[src/design/cfpp_pkg.sv]
// shared constants, record type and tag decode for the class file pool parser
`timescale 1ns / 1ps
package cfpp_pkg;

    // record kinds
    localparam logic [2:0] KIND_MAGIC   = 3'd0;
    localparam logic [2:0] KIND_MINOR   = 3'd1;
    localparam logic [2:0] KIND_MAJOR   = 3'd2;
    localparam logic [2:0] KIND_COUNT   = 3'd3;
    localparam logic [2:0] KIND_FIELD   = 3'd4;
    localparam logic [2:0] KIND_UTF8B   = 3'd5;
    localparam logic [2:0] KIND_UTF8L   = 3'd6;
    localparam logic [2:0] KIND_UNKNOWN = 3'd7;

    // constant pool tags
    localparam logic [7:0] TAG_UTF8      = 8'd1;
    localparam logic [7:0] TAG_INTEGER   = 8'd3;
    localparam logic [7:0] TAG_FLOAT     = 8'd4;
    localparam logic [7:0] TAG_LONG      = 8'd5;
    localparam logic [7:0] TAG_DOUBLE    = 8'd6;
    localparam logic [7:0] TAG_CLASS     = 8'd7;
    localparam logic [7:0] TAG_STRING    = 8'd8;
    localparam logic [7:0] TAG_FIELDREF  = 8'd9;
    localparam logic [7:0] TAG_METHODREF = 8'd10;
    localparam logic [7:0] TAG_IMETHREF  = 8'd11;
    localparam logic [7:0] TAG_NAMETYPE  = 8'd12;

    typedef struct packed {
        logic [2:0]  kind;
        logic [15:0] index;
        logic [7:0]  tag;
        logic        fnum;
        logic [31:0] value;
        logic        done;
    } t_result;

    // bytes per field, 0 for an unknown tag
    function automatic logic [2:0] field_bytes(input logic [7:0] tag);
        logic [2:0] nb;
        case (tag)
            TAG_UTF8, TAG_CLASS, TAG_STRING, TAG_FIELDREF,
            TAG_METHODREF, TAG_IMETHREF, TAG_NAMETYPE: nb = 3'd2;
            TAG_INTEGER, TAG_FLOAT, TAG_LONG, TAG_DOUBLE: nb = 3'd4;
            default: nb = 3'd0;
        endcase
        return nb;
    endfunction

    // entries with a second field
    function automatic logic has_two_fields(input logic [7:0] tag);
        logic two;
        case (tag)
            TAG_LONG, TAG_DOUBLE, TAG_FIELDREF,
            TAG_METHODREF, TAG_IMETHREF, TAG_NAMETYPE: two = 1'b1;
            default: two = 1'b0;
        endcase
        return two;
    endfunction

    // long and double take two slots
    function automatic logic is_wide(input logic [7:0] tag);
        return (tag == TAG_LONG) || (tag == TAG_DOUBLE);
    endfunction

endpackage

[src/design/class_file_pool_parser_unit.sv]
// top level: byte-serial constant pool parser with output register and skid stage
// a record is registered into the output register, or into the skid stage while the output is stalled
// throughput: one byte per cycle; o_stall rises only while the skid stage holds a record
// the limit is the single per-byte state update feeding the result register
// reset: synchronous active-low i_rst_n clears parse state, output and skid valid
// i_restart with a byte restarts the parse at the magic number, that byte included
`timescale 1ns / 1ps
module class_file_pool_parser_unit (
    input  logic                     i_clk,
    input  logic                     i_rst_n,
    // input channel
    input  logic                     i_valid,
    output logic                     o_stall,
    input  logic [7:0]               i_data_byte,
    input  logic                     i_restart,
    // output channel
    output logic                     o_valid,
    input  logic                     i_stall,
    output logic [2:0]               o_item_kind,
    output logic [15:0]              o_entry_index,
    output logic [7:0]               o_entry_tag,
    output logic                     o_field_number,
    output logic [31:0]              o_value,
    output logic                     o_pool_done
);
    import cfpp_pkg::*;

    // parse phases, one-hot
    typedef enum logic [7:0] {
        PH_MAGIC = 8'b0000_0001,
        PH_MINOR = 8'b0000_0010,
        PH_MAJOR = 8'b0000_0100,
        PH_COUNT = 8'b0000_1000,
        PH_TAG   = 8'b0001_0000,
        PH_FIELD = 8'b0010_0000,
        PH_UTF8  = 8'b0100_0000,
        PH_DONE  = 8'b1000_0000
    } t_phase;

    // parse state
    t_phase      r_phase, n_phase, c_phase;
    logic [1:0]  r_pos, n_pos, c_pos;
    logic [31:0] r_acc, n_acc, c_acc;
    logic [15:0] r_entry, n_entry, c_entry;
    logic [15:0] r_pool, n_pool, c_pool;
    logic [7:0]  r_kind, n_kind, c_kind;
    logic        r_fsel, n_fsel, c_fsel;
    logic [15:0] r_utf, n_utf, c_utf;

    // output register and skid stage
    t_result     r_out, r_skid;
    logic        r_out_valid, r_skid_valid;

    // per-byte result
    t_result     res;
    logic        res_valid;

    logic [31:0] acc_shift;
    logic [7:0]  kind_eff;
    logic [16:0] fin_next;
    logic        fin_done;
    logic        last_byte;

    logic        in_take;
    logic        out_take;

    assign in_take  = i_valid && !r_skid_valid;
    assign out_take = r_out_valid && !i_stall;

    // per-byte parse step
    always_comb begin
        // a restart byte sees the reset state
        c_phase = i_restart ? PH_MAGIC : r_phase;
        c_pos   = i_restart ? 2'd0     : r_pos;
        c_acc   = i_restart ? 32'd0    : r_acc;
        c_entry = i_restart ? 16'd0    : r_entry;
        c_pool  = i_restart ? 16'd0    : r_pool;
        c_kind  = i_restart ? 8'd0     : r_kind;
        c_fsel  = i_restart ? 1'b0     : r_fsel;
        c_utf   = i_restart ? 16'd0    : r_utf;

        n_phase = c_phase;
        n_pos   = c_pos;
        n_acc   = c_acc;
        n_entry = c_entry;
        n_pool  = c_pool;
        n_kind  = c_kind;
        n_fsel  = c_fsel;
        n_utf   = c_utf;

        res       = '0;
        res_valid = 1'b0;

        acc_shift = {c_acc[23:0], i_data_byte};
        last_byte = 1'b0;

        // closing an entry: the tag byte itself is the kind while in the tag phase
        kind_eff = (c_phase == PH_TAG) ? i_data_byte : c_kind;
        fin_next = {1'b0, c_entry} + (is_wide(kind_eff) ? 17'd2 : 17'd1);
        fin_done = (fin_next >= {1'b0, c_pool});

        case (c_phase)
            PH_MAGIC, PH_MINOR, PH_MAJOR, PH_COUNT: begin
                last_byte = (c_phase == PH_MAGIC) ? (c_pos == 2'd3) : (c_pos == 2'd1);
                if (!last_byte) begin
                    n_acc = acc_shift;
                    n_pos = c_pos + 2'd1;
                end else begin
                    n_acc      = '0;
                    n_pos      = '0;
                    res_valid  = 1'b1;
                    res.value  = acc_shift;
                    case (c_phase)
                        PH_MAGIC: begin
                            res.kind = KIND_MAGIC;
                            n_phase  = PH_MINOR;
                        end
                        PH_MINOR: begin
                            res.kind = KIND_MINOR;
                            n_phase  = PH_MAJOR;
                        end
                        PH_MAJOR: begin
                            res.kind = KIND_MAJOR;
                            n_phase  = PH_COUNT;
                        end
                        default: begin
                            // pool count; zero or one means an empty pool
                            res.kind = KIND_COUNT;
                            n_pool   = acc_shift[15:0];
                            n_entry  = 16'd1;
                            if (acc_shift[15:1] == 15'd0) begin
                                n_phase  = PH_DONE;
                                res.done = 1'b1;
                            end else begin
                                n_phase  = PH_TAG;
                            end
                        end
                    endcase
                end
            end

            PH_TAG: begin
                n_kind = i_data_byte;
                n_fsel = 1'b0;
                n_pos  = '0;
                n_acc  = '0;
                if (field_bytes(i_data_byte) != 3'd0) begin
                    n_phase = PH_FIELD;
                end else begin
                    // unknown tag: one record, slot advances by one
                    res_valid = 1'b1;
                    res.kind  = KIND_UNKNOWN;
                    res.index = c_entry;
                    res.tag   = i_data_byte;
                    res.done  = fin_done;
                    if (fin_done) begin
                        n_phase = PH_DONE;
                    end else begin
                        n_entry = fin_next[15:0];
                        n_phase = PH_TAG;
                    end
                end
            end

            PH_FIELD: begin
                last_byte = (field_bytes(c_kind) == 3'd4) ? (c_pos == 2'd3) : (c_pos == 2'd1);
                if (!last_byte) begin
                    n_acc = acc_shift;
                    n_pos = c_pos + 2'd1;
                end else begin
                    n_acc     = '0;
                    n_pos     = '0;
                    res_valid = 1'b1;
                    res.index = c_entry;
                    res.value = acc_shift;
                    if (c_kind == TAG_UTF8) begin
                        res.kind = KIND_UTF8L;
                        res.tag  = TAG_UTF8;
                        n_utf    = acc_shift[15:0];
                        if (acc_shift[15:0] == 16'd0) begin
                            // empty string ends the entry here
                            res.done = fin_done;
                            n_fsel   = 1'b0;
                            if (fin_done) begin
                                n_phase = PH_DONE;
                            end else begin
                                n_entry = fin_next[15:0];
                                n_phase = PH_TAG;
                            end
                        end else begin
                            n_phase = PH_UTF8;
                        end
                    end else begin
                        res.kind = KIND_FIELD;
                        res.tag  = c_kind;
                        res.fnum = c_fsel;
                        if (!c_fsel && has_two_fields(c_kind)) begin
                            n_fsel = 1'b1;
                        end else begin
                            res.done = fin_done;
                            n_fsel   = 1'b0;
                            if (fin_done) begin
                                n_phase = PH_DONE;
                            end else begin
                                n_entry = fin_next[15:0];
                                n_phase = PH_TAG;
                            end
                        end
                    end
                end
            end

            PH_UTF8: begin
                // payload bytes pass straight through
                n_utf      = c_utf - 16'd1;
                res_valid  = 1'b1;
                res.kind   = KIND_UTF8B;
                res.index  = c_entry;
                res.tag    = TAG_UTF8;
                res.value  = {24'd0, i_data_byte};
                if (n_utf == 16'd0) begin
                    res.done = fin_done;
                    n_pos    = '0;
                    n_acc    = '0;
                    n_fsel   = 1'b0;
                    if (fin_done) begin
                        n_phase = PH_DONE;
                    end else begin
                        n_entry = fin_next[15:0];
                        n_phase = PH_TAG;
                    end
                end
            end

            PH_DONE: begin
                // bytes after the pool are dropped
                res_valid = 1'b0;
            end

            default: begin
                res_valid = 1'b0;
            end
        endcase
    end

    // parse state registers, advanced once per accepted byte
    always_ff @(posedge i_clk) begin
        if (!i_rst_n) begin
            r_phase <= PH_MAGIC;
            r_pos   <= '0;
            r_acc   <= '0;
            r_entry <= '0;
            r_pool  <= '0;
            r_kind  <= '0;
            r_fsel  <= 1'b0;
            r_utf   <= '0;
        end else if (in_take) begin
            r_phase <= n_phase;
            r_pos   <= n_pos;
            r_acc   <= n_acc;
            r_entry <= n_entry;
            r_pool  <= n_pool;
            r_kind  <= n_kind;
            r_fsel  <= n_fsel;
            r_utf   <= n_utf;
        end
    end

    // output register with skid stage so input keeps flowing while the output is stalled and the skid stage is empty
    always_ff @(posedge i_clk) begin
        if (!i_rst_n) begin
            r_out_valid  <= 1'b0;
            r_skid_valid <= 1'b0;
        end else if (r_skid_valid) begin
            if (out_take) begin
                r_out_valid  <= 1'b1;
                r_skid_valid <= 1'b0;
            end
        end else if (in_take && res_valid) begin
            if (!r_out_valid || out_take) begin
                r_out_valid <= 1'b1;
            end else begin
                r_skid_valid <= 1'b1;
            end
        end else if (out_take) begin
            r_out_valid <= 1'b0;
        end
    end

    // payload registers, no reset
    always_ff @(posedge i_clk) begin
        if (r_skid_valid) begin
            if (out_take) begin
                r_out <= r_skid;
            end
        end else if (in_take && res_valid) begin
            if (!r_out_valid || out_take) begin
                r_out <= res;
            end else begin
                r_skid <= res;
            end
        end
    end

    assign o_stall        = r_skid_valid;
    assign o_valid        = r_out_valid;
    assign o_item_kind    = r_out.kind;
    assign o_entry_index  = r_out.index;
    assign o_entry_tag    = r_out.tag;
    assign o_field_number = r_out.fnum;
    assign o_value        = r_out.value;
    assign o_pool_done    = r_out.done;

endmodule

[config.mk]
export PLATFORM = sky130hd
export DESIGN_NAME = class_file_pool_parser_unit
export DESIGN_NICKNAME = d
export VERILOG_FILES = /design/src/design/cfpp_pkg.sv /design/src/design/class_file_pool_parser_unit.sv
export SDC_FILE = /design/constraint.sdc
export NUM_CORES = 1
export LEC_CHECK = 0
export ABC_AREA = 1
export BUFFER_PORTS_ARGS = -buffer_cell sky130_fd_sc_hd__buf_2
export CAP_MARGIN = 10
export CORE_ASPECT_RATIO = 1.5
export CORE_MARGIN = 2
export CORE_UTILIZATION = 55
export DETAILED_ROUTE_END_ITERATION = 8
export GPL_ROUTABILITY_DRIVEN = 0
export GPL_TIMING_DRIVEN = 0
export PLACE_DENSITY = 0.81
export SLEW_MARGIN = 20
export SYNTH_ARGS = -nofsm -noshare
export SYNTH_HDL_FRONTEND = slang
export SYNTH_SLANG_ARGS = --single-unit
[constraint.sdc]
create_clock -name i_clk -period 10.3 [get_ports i_clk]
set_input_delay 1.03 -clock i_clk [delete_from_list [all_inputs] [get_ports i_clk]]
set_output_delay 1.03 -clock i_clk [all_outputs]
set_load 0.005 [all_outputs]
==> results by group, run 1 <==
Run status
  • Outcome: finished, final reports clean

Power and ir drop
  • Combinational power share: 14.4%
  • Int Power: 1471 uW
  • Static leakage: 0.006154 uW
  • Worst vdd ir: 0.1051 mV
  • Pwr Density: 148.0 nW/um^2
  • P_sw: 574.6 uW
  • Switching Share: 28.09%
  • Flop pwr share: 45.7%
  • Clk network pwr share: 39.8%
  • Tot Pwr: 2045 uW

Yosys
  • Simple-gate share of the synthesized area: 26.59%
  • Synth Area in Compound Gates: 15.61%
  • Mapped Cells: 1590
  • Synthesized area: 12270 um^2
  • Multiplexer share of the synthesized area: 0.1734%
  • XOR/XNOR Fraction of Synth Area: 0.8569%
  • Asr flop ratio synth: 0%
  • Synthesized flop and latch total: 215
  • Synth Area in Adders: 2.407%
  • Seq/Total Area, Yosys: 45.05%
  • Main combinational cell family by area after synthesis: simple AND/OR/NAND/NOR gates
  • EDFF count, synth: 122
  • Primary FF master, synth: edfxtp_1
  • Yosys warns: 0
  • Synth Net Count: 1626
  • Syn avg cell area: 7.714 um^2
  • Yosys cell types: 56

Timing
  • Worst Clk Skew: 0.01351 ns
  • Final hold violations: 0
  • Slew HR: 50.23%
  • Fin worst setup slack: 3.781 ns
  • Final setup fails: 0
  • Highest clock rate: 153.4 MHz
  • RSZ-0062 raised after global routing: false
  • Worst slew pin tran: 0.7465 ns
  • Setup TNS Final: 0 ns
  • Final Cycle Share: 63.29%
  • Max-slew violation total from the final report: 0
  • Final worst path period need: 6.519 ns

Route
  • Final wirelength: 36.58 mm
  • DRT Pass-1 Iters: 8
  • Vias per cell: 5.976
  • DR iter-0 viols: 1358
  • Detail Route Antenna Nets: 0
  • Wire per inst: 18.49 um
  • Vias: 11821
  • Post-route DRC: 0

Worst setup path
  • Worst Path Buf+Inv: 13
  • Crit-path most repeated cell: nand2_1
  • Startpoint Class: primary input
  • Cell family with most CP delay: simple AND/OR/NAND/NOR gates
  • Critical Path Max Stage Delay: 0.51 ns
  • Slowest CP cell: or4_1
  • CP required: 10.66 ns
  • Max FO, Critical Path: 10
  • Kind of critical path: in2reg
  • CP arrival: 6.88 ns
  • Setup crit end kind: register

Layout
  • Fillers: 1808
  • Core Util, Final: 63.39%
  • Final #Nets: 1727
  • Area Growth Syn to Fin: 12.67%
  • Reg area: 5525 um^2
  • Layout cells sized above 1: 14.48%
  • Multi-input gate area: 5613 um^2
  • Ant diodes: 0

Die
  • Std-Cell Core Area: 21800 um^2
  • Die X: 125.9 um
  • Top-Level Pins: 76
  • # rows: 66
  • Die H: 186.9 um
  • Starting Density: 56.26%
  • Die area: 23540 um^2

Clock network
  • Hold Buf Count CTS: 0
  • H-tree depth: 1
  • CTS Buf Count: 21
  • Clk Latency, worst-skew pair: 0.51 ns
  • Post-CTS Setup Inserts: 0
  • CTS tree: done
  • CTS clk-pin slew, worst paths: 0.07 ns
  • Root Buffer: clkbuf_16
  • Clock buffer depth: 3
  • CTS resizes: 0
  • CTS sink cnt: 215

Placement
  • Dpl hpwl: 27.01 mm
  • Dpl ws: 3.440 ns
  • Port Buffers: 74

GRT
  • Largest net degree at the start of global routing: 31
  • Initial antenna violation count: 0
  • First-pass GRT wire length: 57.90 mm
  • Global route overflow: 0
  • Overall global routing resource usage: 30.35%
  • Vias in the first global route: 11451

Run
  • MaxCap Viol Count: 0

Worst hold path
  • Min-delay worst type: reg2reg
-- layout by cell type, fill, tap and decap left out, types with 3 or more instances in the layout --
master,instances
inv_2,23
nand2_1,354
inv_1,161
dfxtp_1,93
clkbuf_1,43
a41oi_1,13
buf_1,10
nand3_2,3
ha_1,22
xor2_1,12
clkinv_2,5
nor2_4,9
a21oi_1,114
nor2_1,241
o22ai_1,5
o21ai_2,3
buf_16,3
edfxtp_1,122
a31oi_1,23
a221oi_1,22
clkbuf_16,23
nand2_4,6
nor2_2,14
nor3_2,14
buf_4,6
nor3_1,13
o21ai_1,21
clkinv_4,3
buf_6,10
nand2_2,17
buf_2,86
nand4_1,8
o21ai_0,96
nand3_1,59
inv_6,5
o211ai_1,14
-- Yosys cell counts, types with 22 or more instances --
cell / n / share of area [%]
a21oi_1: 114 / 4.7
a221oi_1: 22 / 1.6
a31oi_1: 23 / 1.2
clkbuf_1: 42 / 1.3
dfxtp_1: 93 / 15
edfxtp_1: 122 / 30
ha_1: 22 / 2.2
inv_1: 161 / 4.9
inv_2: 23 / 0.70
nand2_1: 354 / 11
nand3_1: 59 / 2.4
nor2_1: 243 / 7.4
o21ai_0: 96 / 3.9
-- cell families (layout without fill, tap and decap cells) --
kind of cell	count (synthesis)	count (layout)
adders and majority gates	23	23
DFF	215	215
xor gates and xnor gates	12	12
and+or+nand+nor	746	746
buffers and inverters	268	384
AOI/OAI and AO/OA	324	324
muxes	2	2
-- metal layers --
layer	track usage, %	up-vias	wire (um)	part of all wire (%)
met1	35.57	5455	13210	36
met2	51.80	690	17790	49
met4	18.98	0	2508	6.9
met3	4.519	170	3077	8.4
met5	0	-	0	0
li1	-	5506	-	-
-- power by group through the flow --
stage | Combinational [uW] | Sequential (uW) | Clock, uW
finish | 295 | 936 | 814
global route | 322 | 937 | 854
CTS | 285 | 935 | 818
detailed placement | 283 | 954 | 0
global placement | 275 | 953 | 0
floorplan | 205 | 952 | 0
-- area by class of cell --
| cell class | count | share of cell area (%) |
|---|---|---|
| plain buffers | 81 | 3.133 |
| inverters | 187 | 5.134 |
| flip-flops and latches | 215 | 39.98 |
| repair buffers | 78 | 3.422 |
| clock inverters | 14 | 1.059 |
| multi-input cells | 1107 | 40.62 |
| clock buffers | 24 | 4.192 |
| well taps | 272 | 2.463 |
-- path summary, 6_finish.rpt --
kind	from	end	slack [ns]	cells past startpoint
setup / recovery	i_restart	r_entry[11]$_SDFFE_PN0P_	3.78	44
setup reg to reg	r_phase[0]$_SDFFE_PN1P_	r_entry[11]$_SDFFE_PN0P_	4.22	40
hold reg to reg	r_entry[7]$_SDFFE_PN0P_	r_entry[7]$_SDFFE_PN0P_	0.47	2
hold / removal	r_entry[7]$_SDFFE_PN0P_	r_entry[7]$_SDFFE_PN0P_	0.47	2
-- registers in the layout (all words and copies together) (netlist names), 16 cells and up --
name / count
r_skid: 61
o_value: 32
r_acc: 24
o_entry_index: 16
r_entry: 16
r_pool: 16
r_utf: 16
-- worst register-to-register path, delay by kind of cell, from the launching register on --
kind	cells	cell delay [ns]
adder cells (fa/ha/maj)	2	0.69
AND/OR/NAND/NOR	23	2.94
AO/OA/AOI/OAI	4	0.62
XOR/XNOR	1	0.21
flip-flops	1	0.31
buffers and inverters	10	1.14
-- metrics by stage --
stage | area (um^2) | instances | hold slack, ns
after detailed placement | 13090 | 1940 | 0.4551
after floorplan | 12270 | 1590 | 0.4436
after global routing | 13820 | 1978 | 0.4829
after global placement | 12980 | 1936 | 0.4513
final | 13820 | 1978 | 0.4679
after CTS | 13820 | 1978 | 0.4653
(Power assumes the default switching activity.)
==> run 2, diff against run 1 <==
==> constraint.sdc (replaced) <==
create_clock -name i_clk -period 6.1 [get_ports i_clk]
set_input_delay 0.61 -clock i_clk [delete_from_list [all_inputs] [get_ports i_clk]]
set_output_delay 0.61 -clock i_clk [all_outputs]
set_load 0.005 [all_outputs]
==> results by group, run 2 (synthesized netlist as in run 1, its figures left out) <==
Layout
  • Ant diodes: 0
  • Final Non-Filler Cells: 1980
  • Layout cells sized above 1: 15.16%
  • Commonest non-fill, non-tap cell in the layout: nand2_1
  • Most frequent cells in the layout: 351 x nand2_1, 238 x nor2_1, 161 x inv_1
  • Area Growth Syn to Fin: 13.42%
  • Final #Nets: 1729
  • Multi-input gate area: 5688 um^2
  • Largest reg by FF count: r_skid
  • Largest register FFs: 61
  • Fillers: 1796
  • Reg area: 5525 um^2

GRT
  • Vias in the first global route: 11451
  • Global route overflow: 0
  • Initial antenna violation count: 0
  • First-pass GRT wire length: 57.90 mm
  • Overall global routing resource usage: 30.35%
  • Largest net degree at the start of global routing: 31

Power and ir drop
  • P_sw: 973.3 uW
  • Int Power: 2486 uW
  • Flop pwr share: 45.7%
  • Switching Share: 28.14%
  • Pwr Density: 248.7 nW/um^2
  • Tot Pwr: 3459 uW
  • Static leakage: 0.006156 uW
  • Clk network pwr share: 39.7%
  • Worst vdd ir: 0.1765 mV
  • Combinational power share: 14.6%

Clock network
  • CTS clk-pin slew, worst paths: 0.07 ns
  • Clock buffer depth: 3
  • CTS Buf Count: 21
  • CTS sink cnt: 215
  • CTS tree: done
  • Root Buffer: clkbuf_16
  • Clk Latency, worst-skew pair: 0.51 ns
  • Hold Buf Count CTS: 0
  • H-tree depth: 1

Timing
  • Worst slew pin tran: 0.7652 ns
  • Final setup fails: 0
  • Hold_ws: 0.3811 ns
  • Slew HR: 48.98%
  • Highest clock rate: 172.2 MHz
  • Fin worst setup slack: 0.2922 ns
  • Final worst path period need: 5.808 ns
  • Final hold violations: 0
  • Worst Clk Skew: 0.01538 ns
  • Final Cycle Share: 95.21%
  • Max-slew violation total from the final report: 0

Route
  • Wire per inst: 18.54 um
  • DRT Pass-1 Iters: 9
  • Vias per cell: 5.979
  • Detail Route Antenna Nets: 0
  • Post-route DRC: 0
  • Final wirelength: 36.71 mm
  • DR iter-0 viols: 1391
  • Vias: 11839

Placement
  • Port Buffers: 74
  • Placed insts: 1940
  • Dpl hpwl: 27.01 mm
  • Dpl ws: -0.3402 ns

Die
  • Starting Density: 56.26%
  • # rows: 66
  • Die area: 23540 um^2
  • Top-Level Pins: 76
  • Std-Cell Core Area: 21800 um^2
  • Die X: 125.9 um
  • Die H: 186.9 um

Run
  • MaxCap Viol Count: 0

Worst setup path
  • CP arrival: 6.17 ns
  • Setup crit end kind: register
  • Kind of critical path: in2reg
  • Startpoint Class: primary input
  • Slowest CP cell: or4_4
  • Max FO, Critical Path: 10
  • Critical Path Max Stage Delay: 0.51 ns
  • Crit-path most repeated cell: nand2_1
  • CP required: 6.46 ns

Worst hold path
  • Min-delay worst type: in2reg

Run status
  • Outcome: finished, final reports clean
[run 2: timing repair]
action	4_1_cts	5_1_grt
setup buffers	0	2
setup endpoints to repair	0	20
resized for setup	0	18
[run 2: path summary, 6_finish.rpt]
kind | startpoint | endpoint | slack (ns) | cells after the start
setup / recovery | i_restart | r_entry[9]$_SDFFE_PN0P_ | 0.29 | 41
hold / removal | i_stall | o_valid$_SDFFE_PN0P_ | 0.38 | 3
setup reg to reg | r_phase[4]$_SDFFE_PN0P_ | r_entry[9]$_SDFFE_PN0P_ | 0.37 | 39
hold reg to reg | r_entry[4]$_SDFFE_PN0P_ | r_entry[4]$_SDFFE_PN0P_ | 0.47 | 2
[run 2: power groups by stage]
| stage | sequential, uW | combinational, uW | clock (uW) |
|---|---|---|---|
| floorplan | 1610 | 346 | 0 |
| CTS | 1580 | 482 | 1380 |
| detailed placement | 1610 | 478 | 0 |
| finish | 1580 | 505 | 1370 |
| global placement | 1610 | 464 | 0 |
| global route | 1580 | 550 | 1440 |
[run 2: layout make-up]
cell class              count  share of cell area, %
well taps                 272                  2.446
repair buffers             80                  3.508
inverters                 187                  5.117
clock buffers              24                  4.164
flip-flops and latches    215                  39.72
plain buffers              81                  3.112
multi-input cells        1107                  40.88
clock inverters            14                  1.052
[run 2: worst max-delay path, delay by kind of cell]
family | cells | cell delay, ns
AOI/OAI and AO/OA | 6 | 0.95
buffers and inverters | 9 | 1.14
and+or+nand+nor | 23 | 2.82
xor gates and xnor gates | 1 | 0.26
adders and majority gates | 2 | 0.39
[run 2: stage by stage]
stage,setup TNS (ns),utilization (%),instance area [um^2]
after detailed placement,-4.346,60.06,13090
after floorplan,0,-,12270
after global placement,-163.05,59.52,12980
after CTS,0,63.39,13820
after global routing,-0.09182,63.81,13910
final,0,63.81,13910
[run 2: metal layers]
metal | GRT usage [%] | share of wire (%) | up-vias
met3 | 4.519 | 9.1 | 182
li1 | - | - | 5486
met1 | 35.57 | 35 | 5461
met5 | 0 | 0 | -
met2 | 51.80 | 49 | 710
met4 | 18.98 | 7.0 | 0
